==> config.mk <==
export PLATFORM = sky130hd
export DESIGN_NAME = line_rasterizer
export DESIGN_NICKNAME = d
export VERILOG_FILES = /design/src/lr_pkg.sv /design/src/lr_step_unit.sv /design/src/line_rasterizer.sv
export SDC_FILE = /design/constraint.sdc
export NUM_CORES = 1
export LEC_CHECK = 0
export BUFFER_PORTS_ARGS = -buffer_cell sky130_fd_sc_hd__buf_4
export CORE_AREA = 2 2 144 111
export DETAILED_ROUTE_END_ITERATION = 16
export DIE_AREA = 0 0 146 113
export PLACE_DENSITY_LB_ADDON = 0.1
export SLEW_MARGIN = 20
export SYNTH_ARGS = -nofsm -noshare
export SYNTH_HDL_FRONTEND = slang
export SYNTH_SLANG_ARGS = --single-unit
==> constraint.sdc <==
create_clock -name clk -period 14.6 [get_ports clk]
set_input_delay 1.46 -clock clk [delete_from_list [all_inputs] [get_ports clk]]
set_output_delay 1.46 -clock clk [all_outputs]
set_load 0.005 [all_outputs]
==> src/lr_pkg.sv <==
// ---------------------------------------------------------------------------
// lr_pkg
// Shared types and constants for the line rasterizer.
// ---------------------------------------------------------------------------
package lr_pkg;

  localparam int CoordW = 6;
  localparam int ColorW = 32;
  // error accumulator: err < threshold <= 64, err + incr <= 127
  localparam int ErrW   = CoordW + 1;

  typedef logic [CoordW-1:0] coord_t;
  typedef logic [ErrW-1:0]   err_t;

  typedef enum logic [2:0] {
    ST_IDLE  = 3'b001,
    ST_SETUP = 3'b010,
    ST_DRAW  = 3'b100
  } state_t;

  // result of one accumulator step
  typedef struct packed {
    logic step;
    err_t err;
  } step_res_t;

endpackage

==> src/lr_step_unit.sv <==
// ---------------------------------------------------------------------------
// lr_step_unit
// Error accumulator step: add the minor increment, compare against the
// threshold and fold back once when it is reached.
// ---------------------------------------------------------------------------
module lr_step_unit (
  input  lr_pkg::err_t      err,
  input  lr_pkg::err_t      incr,
  input  lr_pkg::err_t      thr,
  output lr_pkg::step_res_t res
);
  import lr_pkg::*;

  err_t sum;

  always_comb begin
    sum      = err + incr;
    res.step = (sum >= thr);
    res.err  = res.step ? err_t'(sum - thr) : sum;
  end

endmodule

==> src/line_rasterizer.sv <==
// ---------------------------------------------------------------------------
// line_rasterizer
// Draws one line per command, one pixel beat per cycle, using an
// incremental error accumulator stepped by a single step unit.
//
//   channel  ports                          handshake
//   -------  -----------------------------  ---------------------------
//   command  in_start_x/y, in_end_x/y,      taken when start & !busy
//            in_color
//   pixel    out_pixel_x/y, out_pixel_color out_valid, one cycle, no stall
//            out_last
//
// A command runs through a capture step when start is taken, a setup step,
// then one pixel per cycle stepped by the step unit until the last pixel,
// after which start can be taken again. rst_n is synchronous and clears
// only the sequencer and the strobe. The receiver cannot stall, so pixels
// leave at a fixed rate once drawing has begun.
// ---------------------------------------------------------------------------
module line_rasterizer #(
  parameter int TILE_SIZE = 64
) (
  input  logic                 clk,
  input  logic                 rst_n,
  input  logic                 start,
  output logic                 busy,
  input  lr_pkg::coord_t       in_start_x,
  input  lr_pkg::coord_t       in_start_y,
  input  lr_pkg::coord_t       in_end_x,
  input  lr_pkg::coord_t       in_end_y,
  input  logic [31:0]          in_color,
  output logic                 out_valid,
  output lr_pkg::coord_t       out_pixel_x,
  output lr_pkg::coord_t       out_pixel_y,
  output logic [31:0]          out_pixel_color,
  output logic                 out_last
);
  import lr_pkg::*;

  localparam coord_t CoordMax = coord_t'(TILE_SIZE - 1);

  state_t    state_r, state_nxt;
  coord_t    sx_r, sy_r, ex_r, ey_r;
  logic [ColorW-1:0] color_r;

  logic      steep_r, up_r, down_r;
  coord_t    maj_r, maj_end_r, mnr_r;
  err_t      err_r, incr_r, thr_r;

  logic      out_valid_r, out_last_r;
  coord_t    out_x_r, out_y_r;

  // setup logic
  coord_t    dx, dy, maj0, maj1, min0, min1, major_span, minor_span;
  logic      steep;
  err_t      incr_s;
  step_res_t sres;

  function automatic coord_t clamp(input coord_t v);
    clamp = (v > CoordMax) ? CoordMax : v;
  endfunction

  always_comb begin
    dx    = (sx_r > ex_r) ? coord_t'(sx_r - ex_r) : coord_t'(ex_r - sx_r);
    dy    = (sy_r > ey_r) ? coord_t'(sy_r - ey_r) : coord_t'(ey_r - sy_r);
    steep = (dy > dx);
    if (steep) begin
      maj0 = sy_r; maj1 = ey_r; min0 = sx_r; min1 = ex_r;
      major_span = dy; minor_span = dx;
    end else begin
      maj0 = sx_r; maj1 = ex_r; min0 = sy_r; min1 = ey_r;
      major_span = dx; minor_span = dy;
    end
    // endpoints swap so the major coordinate rises
    if (maj0 > maj1) begin
      {maj0, maj1} = {maj1, maj0};
      {min0, min1} = {min1, min0};
    end
    incr_s = {1'b0, minor_span} + err_t'(1);
  end

  lr_step_unit u_step (
    .err  (err_r),
    .incr (incr_r),
    .thr  (thr_r),
    .res  (sres)
  );

  always_comb begin
    state_nxt = state_r;
    unique case (state_r)
      ST_IDLE:  if (start) state_nxt = ST_SETUP;
      ST_SETUP: state_nxt = ST_DRAW;
      ST_DRAW:  if (maj_r == maj_end_r) state_nxt = ST_IDLE;
      default:  state_nxt = ST_IDLE;
    endcase
  end

  always_ff @(posedge clk) begin
    if (!rst_n) begin
      state_r     <= ST_IDLE;
      out_valid_r <= 1'b0;
    end else begin
      state_r     <= state_nxt;
      out_valid_r <= (state_r == ST_DRAW);
    end
  end

  always_ff @(posedge clk) begin
    unique case (state_r)
      ST_IDLE: begin
        if (start) begin
          sx_r    <= clamp(in_start_x);
          sy_r    <= clamp(in_start_y);
          ex_r    <= clamp(in_end_x);
          ey_r    <= clamp(in_end_y);
          color_r <= in_color;
        end
      end
      ST_SETUP: begin
        steep_r   <= steep;
        maj_r     <= maj0;
        maj_end_r <= maj1;
        mnr_r     <= min0;
        up_r      <= (min1 > min0);
        down_r    <= (min1 < min0);
        incr_r    <= incr_s;
        thr_r     <= {1'b0, major_span} + err_t'(1);
        err_r     <= incr_s >> 1;
      end
      ST_DRAW: begin
        out_x_r    <= steep_r ? mnr_r : maj_r;
        out_y_r    <= steep_r ? maj_r : mnr_r;
        out_last_r <= (maj_r == maj_end_r);
        maj_r      <= maj_r + coord_t'(1);
        err_r      <= sres.err;
        if (sres.step && up_r)   mnr_r <= mnr_r + coord_t'(1);
        if (sres.step && down_r) mnr_r <= mnr_r - coord_t'(1);
      end
      default: ;
    endcase
  end

  assign busy            = (state_r != ST_IDLE);
  assign out_valid       = out_valid_r;
  assign out_pixel_x     = out_x_r;
  assign out_pixel_y     = out_y_r;
  assign out_pixel_color = color_r;
  assign out_last        = out_last_r;

endmodule
=== Yosys cells after proc, flatten, opt, wreduce, memory -nomap -nowiden ===
Index checks and enable logic that the tools add are counted.
Widths: inputs -> output; s select.

* Bits in latches: 0
* Flip-flop bits (word level): 115
* Memories: 0
* Output and inout bits: 47
* Bits of input ports: 59
* Logic and storage cells: 78
* Bits in read-only memories: 0
* RAM bits: 0

* $mul: 0
* $lt $le $gt $ge: 11
* Shifts and indexed selects: 0
* Equality and inequality tests: 8
* Bitwise gates (word level): 0
* Muxes and demuxes: 23
* Divide/modulo/power cells: 0
* $add $sub $neg: 11
* Reduce and logical (&&, ||, !) cells: 6

{| class="wikitable"
|+ Operators with widths
! operator !! count
|-
| $mux 6 || 16
|-
| $gt 6x6->1 || 5
|-
| $gt 6x6->1 const B || 4
|-
| $pmux 6 s2 || 2
|-
| $sub 6x6->6 || 4
|-
| $add 6x1->7 const B || 2
|-
| $pmux 7 s2 || 1
|-
| $add 6x1->6 const B || 2
|-
| $pmux 3 s3 || 1
|-
| $add 7x7->7 || 1
|-
| $ge 7x7->1 || 1
|-
| $mux 7 || 1
|-
| $sub 7x7->7 || 1
|-
| $eq 6x6->1 || 1
|-
| $lt 6x6->1 || 1
|-
| $mux 3 || 2
|-
| $ne 3x1->1 const B || 2
|-
| $reduce_and 2->1 || 3
|-
| $sub 6x1->6 const B || 1
|-
| $ne 2x2->1 const B || 2
|-
| $eq 3x1->1 const B || 1
|-
| $eq 3x2->1 const B || 1
|-
| $eq 3x3->1 const B || 1
|-
| $logic_and 1x1->1 || 2
|-
| $reduce_bool 2->1 || 1
|}

=== Longest topological paths before layout ===
Gate-level depths: netlist of the first run.

* Depth in word-level cells: 7
* Mapped depth: 37
* Depth with buffers taken out: 33

=== Cells and area by module ===
Synthesis of the first run repeated with hierarchy kept, for this count alone.

* Cell total of the unflattened synthesis: 701
* Area, all modules: 7728.7 um2

{| class="wikitable"
|+ By module, submodules not included
! module !! area each (um2) !! sequential area each (um2) !! times used !! cells each
|-
| line_rasterizer || 7008.0 || 3413.3 || 1 || 613
|-
| lr_step_unit || 720.7 || 0.0 || 1 || 88
|}

=== Least setup slack after synthesis of the first run ===
Ideal clock, no wire load.

* Path type: reg2reg
* Start: register sy_r[0]
* End: register up_r (data pin)
* Data required time: 14338 ps
* Data arrival time: 6777 ps
* Slack: 7561 ps
* Setup time: 262 ps
* Stages on the path, launching flop included: 36
* Cell sequence: edfxtp_1 inv_1 ha_1 inv_1 fa_1 a211o_1 a211o_1 nand2_2 a21boi_1 or2_1 inv_1 ha_1 a21o_1 a21o_1 a211oi_2 or2_1 buf_6 buf_6 buf_2 nor2_1 a21oi_1 inv_1 ha_1 nor2b_1 o21a_1 o21a_1 o21a_1 o21ai_0 a32oi_1 buf_2 mux2_2 ha_1 a21o_1 a21o_1 a211oi_1 nor2_1

* Cells in the longest elaborated chain, start to end: 7
* Elaborated cells between the ends (all ways): 13
* Those cells by class: add/sub (2); order compare (4); mux (7)

{| class="wikitable"
|+ RTL lines
! item !! RTL line !! text
|-
| from (decl) || line_rasterizer.sv:42 || <nowiki>coord_t sx_r, sy_r, ex_r, ey_r;</nowiki>
|-
| from (signal assigned) || line_rasterizer.sv:113 || <nowiki>sy_r <= clamp(in_start_y);</nowiki>
|-
| $sub 6x6->6 / $gt 6x6->1 (equally long branches) || line_rasterizer.sv:64 || <nowiki>dy = (sy_r > ey_r) ? coord_t'(sy_r - ey_r) : coord_t'(ey_r - sy_r);</nowiki>
|-
| $mux 6 || line_rasterizer.sv:64 ||
|-
| $gt 6x6->1 || line_rasterizer.sv:65 || <nowiki>steep = (dy > dx);</nowiki>
|-
| $mux 6 || line_rasterizer.sv:66 || <nowiki>if (steep) begin</nowiki>
|-
| $gt 6x6->1 || line_rasterizer.sv:74 || <nowiki>if (maj0 > maj1) begin</nowiki>
|-
| $mux 6 || line_rasterizer.sv:74 ||
|-
| $gt 6x6->1 * || line_rasterizer.sv:124 || <nowiki>up_r <= (min1 > min0);</nowiki>
|-
| to (signal assigned) || line_rasterizer.sv:124 ||
|-
| to (decl) || line_rasterizer.sv:45 || <nowiki>logic steep_r, up_r, down_r;</nowiki>
|}

Every way passes the cells marked *; elsewhere a longest branch is shown, timed or not.
A chain may end at the register's enable or synchronous reset.

=== Worst setup path after layout of the first run ===
Ends and elaborated chain as after synthesis.

==> results.tsv, run 1 <==
stage	metric	value	unit
outcome	status	finished clean	
floorplan	row_count	39	
routing	vias	5163	
floorplan	fp.dieArea	16500	µm²
cts	clk_pin_slew_worst_paths	60	ps
finish	layout_commonest_cell	edfxtp_1	
finish	drive_gt1_frac	0.266	
routing	drc_errors	0	
sta	setup_slack	6790	ps
global_route	grt_pass1_vias	5189	
sta	fin_worst_skew	13.0	ps
floorplan	ios	106	
finish	fin_util	0.590	
floorplan	die_w	146	µm
global_route	overflow	0	
sta	fin_crit	7810	ps
routing	dr.first_iter.drc_count	396	
synthesis	avgSynthCellArea	11.2	µm²
floorplan	initial_core_util	0.495	
power_and_ir_drop	leakage	3.79	nW
setup_path	worst-endpoint-arrival	7960	ps
synthesis	syn-cell-area	7440	µm²
synthesis	synthDistinctLibCells	73	
sta	min_period_over_period	0.535	
routing	wl_met2	7360	µm
sta	max_freq	128	MHz
cts	numCtsBuffers	17	
synthesis	synth_edf_count	111	
global_route	grt_start_max_net_pins	49	
finish	area_delta_synth_final	19.2	%
cts	cts_buffer_depth	2	
place	dp_hpwl	13100	µm
cts	cts_sinks	115	
power_and_ir_drop	power	1.68	mW
global_route	antenna_found_initial	0	
place	place.gp.congestion	0.946	
synthesis	syn_nets	790	
cts	htree_num_levels	4	
place	pre_cts_ws	6880	ps
sta	final_hold_viol_count	0	
setup_path	path_max_fanout	32	
routing	antenna_left	0	
setup_path	worstSetupEndpointType	register	
cts	cts_hold_buffers	0	
routing	wl_met3	1150	µm
setup_path	max_stage_delay	560	ps
global_route	grtUsageTotal	0.209	
floorplan	core_area	15000	µm²
synthesis	ys.flop_type	edfxtp_1	
sta	maxSlewViolCount	0	
routing	dr.max_layer_used	met4	
sta	rsz0062_at_grt	no	
sta	fin_setup_tns	0	ps
setup_path	critPathLaunchType	register	
power_and_ir_drop	ir_drop	0.109	mV
cts	cts_root_buf	clkbuf_16	
place	port_buffers	105	
routing	wirelength	16600	µm
global_route	grt_pass1_wl	26700	µm
sta	worstMarginPinSlew	937	ps
cts	cts_resized	0	
cts	cts_tree	yes	
sta	setup_viol	0	
setup_path	path_delay_family	compound AO/OA/AOI/OAI gates	
routing	wl_met1	7870	µm
routing	first_pass_iters	5	
synthesis	yosysSeqAreaShare	0.459	
setup_path	cp_num_buf_inv	6	
sta	max_slew_margin	0.375	
routing	wl_per_cell	17.2	µm
min_path	hold_path_class	reg2reg	
synthesis	syn-instance-count	664	
job	drv_cap	0	
cts	clk_latency	420	ps
setup_path	cpMaxStageDelayCell	or2_1	
power_and_ir_drop	pwr_density_cell	189	nW/µm²
finish	num_antenna_cells	0	
synthesis	async_flop_share	0	
floorplan	dieHeight	113	µm
finish	final_cell_mix	111 x edfxtp_1, 108 x buf_4, 66 x inv_1	
synthesis	ys_ff_latch	115	
cts	post_cts_buffers	0	
setup_path	cp.required	14760	ps
synthesis	yosys_warnings	0	
finish	final_nets	873	
setup_path	critical_path_class	reg2reg	
routing	vias_per_cell	5.35	
Yosys cell counts, drive strengths merged (3+ instances only):
| cell type | count | area share |
|---|---|---|
| nand4 | 9 | 0.0076 |
| ha | 60 | 0.10 |
| buf | 14 | 0.014 |
| o211a | 6 | 0.0081 |
| a21oi | 43 | 0.029 |
| inv | 68 | 0.035 |
| xnor2 | 20 | 0.024 |
| mux2 | 31 | 0.047 |
| nor3b | 3 | 0.0037 |
| o21a | 11 | 0.011 |
| clkbuf | 30 | 0.016 |
| nand3 | 6 | 0.0040 |
| fa | 7 | 0.019 |
| nor3 | 9 | 0.0074 |
| nand2b | 8 | 0.0067 |
| edfxtp | 111 | 0.45 |
| a21boi | 3 | 0.0030 |
| nand2 | 38 | 0.020 |
| nor2b | 7 | 0.0059 |
| nor4 | 6 | 0.010 |
| mux2i | 26 | 0.038 |
| a211oi | 9 | 0.011 |
| o21ai | 27 | 0.019 |
| xor2 | 16 | 0.022 |
| dfxtp | 4 | 0.011 |
| nor2 | 36 | 0.019 |
| a21o | 15 | 0.015 |
| a211o | 4 | 0.0047 |
| o21bai | 3 | 0.0030 |
| and3 | 5 | 0.0042 |
state kept, by name, summed over array words and instances (netlist names):
| register | flops |
|---|---|
| ey_r | 6 |
| maj_r | 6 |
| up_r | 1 |
| out_valid | 1 |
| mnr_r | 6 |
| down_r | 1 |
| sy_r | 6 |
| incr_r | 7 |
| out_pixel_x | 6 |
| out_pixel_y | 6 |
| maj_end_r | 6 |
| out_last | 1 |
| out_pixel_color | 32 |
| sx_r | 6 |
| state_r | 3 |
| err_r | 7 |
| ex_r | 6 |
| steep_r | 1 |
| thr_r | 7 |
cell families (layout without fill, tap and decap cells):
group | Yosys count | in the layout | share of synthesized area
adders and majority gates | 67 | 67 | 0.120
DFF | 115 | 115 | 0.459
buffers and inverters | 113 | 209 | 0.0659
AOI/OAI and AO/OA | 138 | 138 | 0.124
xor gates and xnor gates | 36 | 36 | 0.0459
muxes | 57 | 57 | 0.0852
and+or+nand+nor | 138 | 138 | 0.101
cell type report:
cell class                 instances  area (µm²)
fill                            1264        6160
multi-input combinational        436        3550
sequential                       115        3410
timing repair buffer             108         811
clock buffer                      19         453
inverter                          69         264
tap                              205         256
clock inverter                    13         124
through the flow:
step	instances	hold WS, ps	instance area [µm²]
2_1_floorplan	664	440	7440
4_1_cts	965	515	8870
3_3_place_gp	933	465	8290
5_1_grt	965	550	8870
3_5_place_dp	933	507	8290
6_report	965	513	8870
final timing paths:
kind                      to  startpoint  slack, ps  cells past startpoint
hold / removal    state_r[2]  state_r[0]        510                      1
setup / recovery        up_r     sy_r[0]       6790                     32
hold reg to reg   state_r[2]  state_r[0]        510                      1
setup reg to reg        up_r     sy_r[0]       6790                     32
per-layer routing:
metal	GRT usage	vias up
met3	0.0548	16
met5	0	-
li1	-	2551
met1	0.299	2423
met2	0.318	173
met4	0.0531	0
report_power, final:
group	switching, mW	total [mW]	internal [mW]	leakage, nW
Combinational	0.473	0.835	0.363	2.45
Clock	0.154	0.398	0.245	0.277
Sequential	0.0120	0.446	0.434	1.06
Total	0.638	1.68	1.04	3.79
Power figures use the tool's default switching activity.
==> run 2: changes to the inputs <==
clock period = 7.05 ns   (was 14.6 ns; I/O delays follow)
==> run 2 against run 1 <==
Die area unchanged. Count of clock-buffer cells in the layout decreased by 2. Non-clock buffer count increased by 13. Maximum frequency increased by 17%. Combinational power increased by 130%. Sequential power increased by 110%. Sequential share of layout area decreased by 0.80 points. First-iteration DRC count decreased by 28%. Critical path type unchanged.
==> results.tsv, run 2 (same netlist as run 1, synthesis figures left out) <==
stage	metric	value	unit
place	pre_cts_ws	35.1	ps
cts	clk_pin_slew_worst_paths	60	ps
sta	setup_slack	400	ps
sta	fin_worst_skew	8.37	ps
global_route	grt_pass1_vias	5247	
finish	layout_commonest_cell	buf_4	
setup_path	cp_num_buf_inv	5	
setup_path	cpMaxStageDelayCell	fa_1	
place	port_buffers	105	
power_and_ir_drop	power	3.71	mW
setup_path	cp.required	7220	ps
finish	drive_gt1_frac	0.288	
global_route	antenna_found_initial	0	
cts	numCtsBuffers	17	
finish	largest_reg_flops	32	
floorplan	dieHeight	113	µm
power_and_ir_drop	ir_drop	0.246	mV
floorplan	fp.dieArea	16500	µm²
routing	wl_met2	7660	µm
setup_path	worstSetupEndpointType	register	
setup_path	path_delay_family	compound AO/OA/AOI/OAI gates	
routing	dr.first_iter.drc_count	287	
sta	fin_crit	6650	ps
finish	num_antenna_cells	0	
floorplan	ios	106	
setup_path	cp-startpoint	sy_r[0]	
setup_path	critical_path_class	reg2reg	
global_route	grt_start_max_net_pins	59	
routing	drc_errors	0	
routing	wirelength	17000	µm
cts	cts_sinks	115	
finish	area_delta_synth_final	21.7	%
cts	cts_tree	yes	
global_route	grt_pass1_wl	27000	µm
outcome	status	finished clean	
floorplan	core_area	15000	µm²
global_route	overflow	0	
cts	cts_hold_buffers	0	
routing	dr.max_layer_used	met4	
finish	instances_no_fill	978	
routing	vias	5227	
min_path	hp-start	in_color[9]	
floorplan	initial_core_util	0.495	
power_and_ir_drop	pwr_density_cell	410	nW/µm²
routing	first_pass_iters	6	
finish	final_nets	886	
job	drv_cap	0	
setup_path	reg2reg_from	sy_r[0]	
cts	htree_num_levels	4	
sta	setup_viol	0	
setup_path	max_stage_delay	420	ps
place	place.gp.congestion	0.942	
sta	max_freq	150	MHz
floorplan	die_w	146	µm
finish	fin_util	0.603	
place	dp_hpwl	13200	µm
routing	wl_met1	8060	µm
routing	antenna_left	0	
cts	clk_latency	420	ps
sta	fin_setup_tns	0	ps
finish	final_cell_mix	117 x buf_4, 111 x edfxtp_1, 65 x inv_1	
power_and_ir_drop	leakage	3.88	nW
routing	wl_met3	958	µm
global_route	grtUsageTotal	0.212	
place	dp_cells	944	
setup_path	critPathLaunchType	register	
floorplan	row_count	39	
sta	final_hold_viol_count	0	
cts	cts_root_buf	clkbuf_16	
setup_path	worst-endpoint-arrival	6820	ps
cts	cts_buffer_depth	2	
sta	worstMarginPinSlew	941	ps
setup_path	path_max_fanout	8	
min_path	hold_path_class	in2reg	
routing	wl_per_cell	17.3	µm
sta	max_slew_margin	0.372	
routing	vias_per_cell	5.34	
sta	rsz0062_at_grt	no	
sta	min_period_over_period	0.943	
sta	maxSlewViolCount	0	
==> run 2: cell types whose count changed in the layout (fill, tap and decap cells not counted), sizes merged <==
cell and delta:
buf +12, bufinv +1, clkbuf -1, clkinv -1, clkinvlp -1, inv +3
==> run 2: metrics by stage <==
step                area (µm²)  hold slack [ps]
floorplan                 7440              440
global placement          8390              469
detailed placement        8390              489
CTS                       8980              442
global route              9060              442
finish                    9060              463
==> run 2: area by class of cell <==
class / count / area (µm²)
Clock buffer: 17 / 425
Clock inverter: 15 / 170
Fill cell: 1255 / 5970
Inverter: 69 / 264
Multi-Input combinational cell: 436 / 3580
Sequential cell: 115 / 3410
Tap cell: 205 / 256
Timing Repair Buffer: 121 / 946
==> run 2: timing repair <==
| action | CTS | global route |
|---|---|---|
| setup endpoints to repair | 0 | 2 |
| endpoints found under the hold margin | 0 | 0 |
| gates resized for setup | 0 | 11 |
| buffers inserted | 0 | 1 |
==> run 2: worst paths after layout <==
| check | to | slack, ps | cells past startpoint |
|---|---|---|---|
| setup reg to reg | up_r | 400 | 32 |
| setup / recovery | up_r | 400 | 32 |
| hold reg to reg | state_r[2] | 490 | 1 |
| hold / removal | out_pixel_color[9] | 460 | 1 |
==> run 2: worst register-to-register path, delay by kind of cell, from the launching register on <==
kind | cells | cell delay [ps]
AO/OA/AOI/OAI | 15 | 3070
adder cells (fa/ha/maj) | 5 | 1480
buffers and inverters | 5 | 460
flip-flops | 1 | 400
multiplexers | 1 | 210
AND/OR/NAND/NOR | 6 | 790
==> run 2: where the power goes <==
group          internal [mW]  switching (mW)  total, mW
combinational          0.890            1.04       1.93
sequential             0.898          0.0255      0.924
clock                  0.529           0.329      0.858
==> run 2: metal layers <==
layer	vias to the layer above	GRT usage
li1	2564	-
met1	2476	0.300
met2	162	0.330
met3	25	0.0456
met4	0	0.0647
met5	-	0
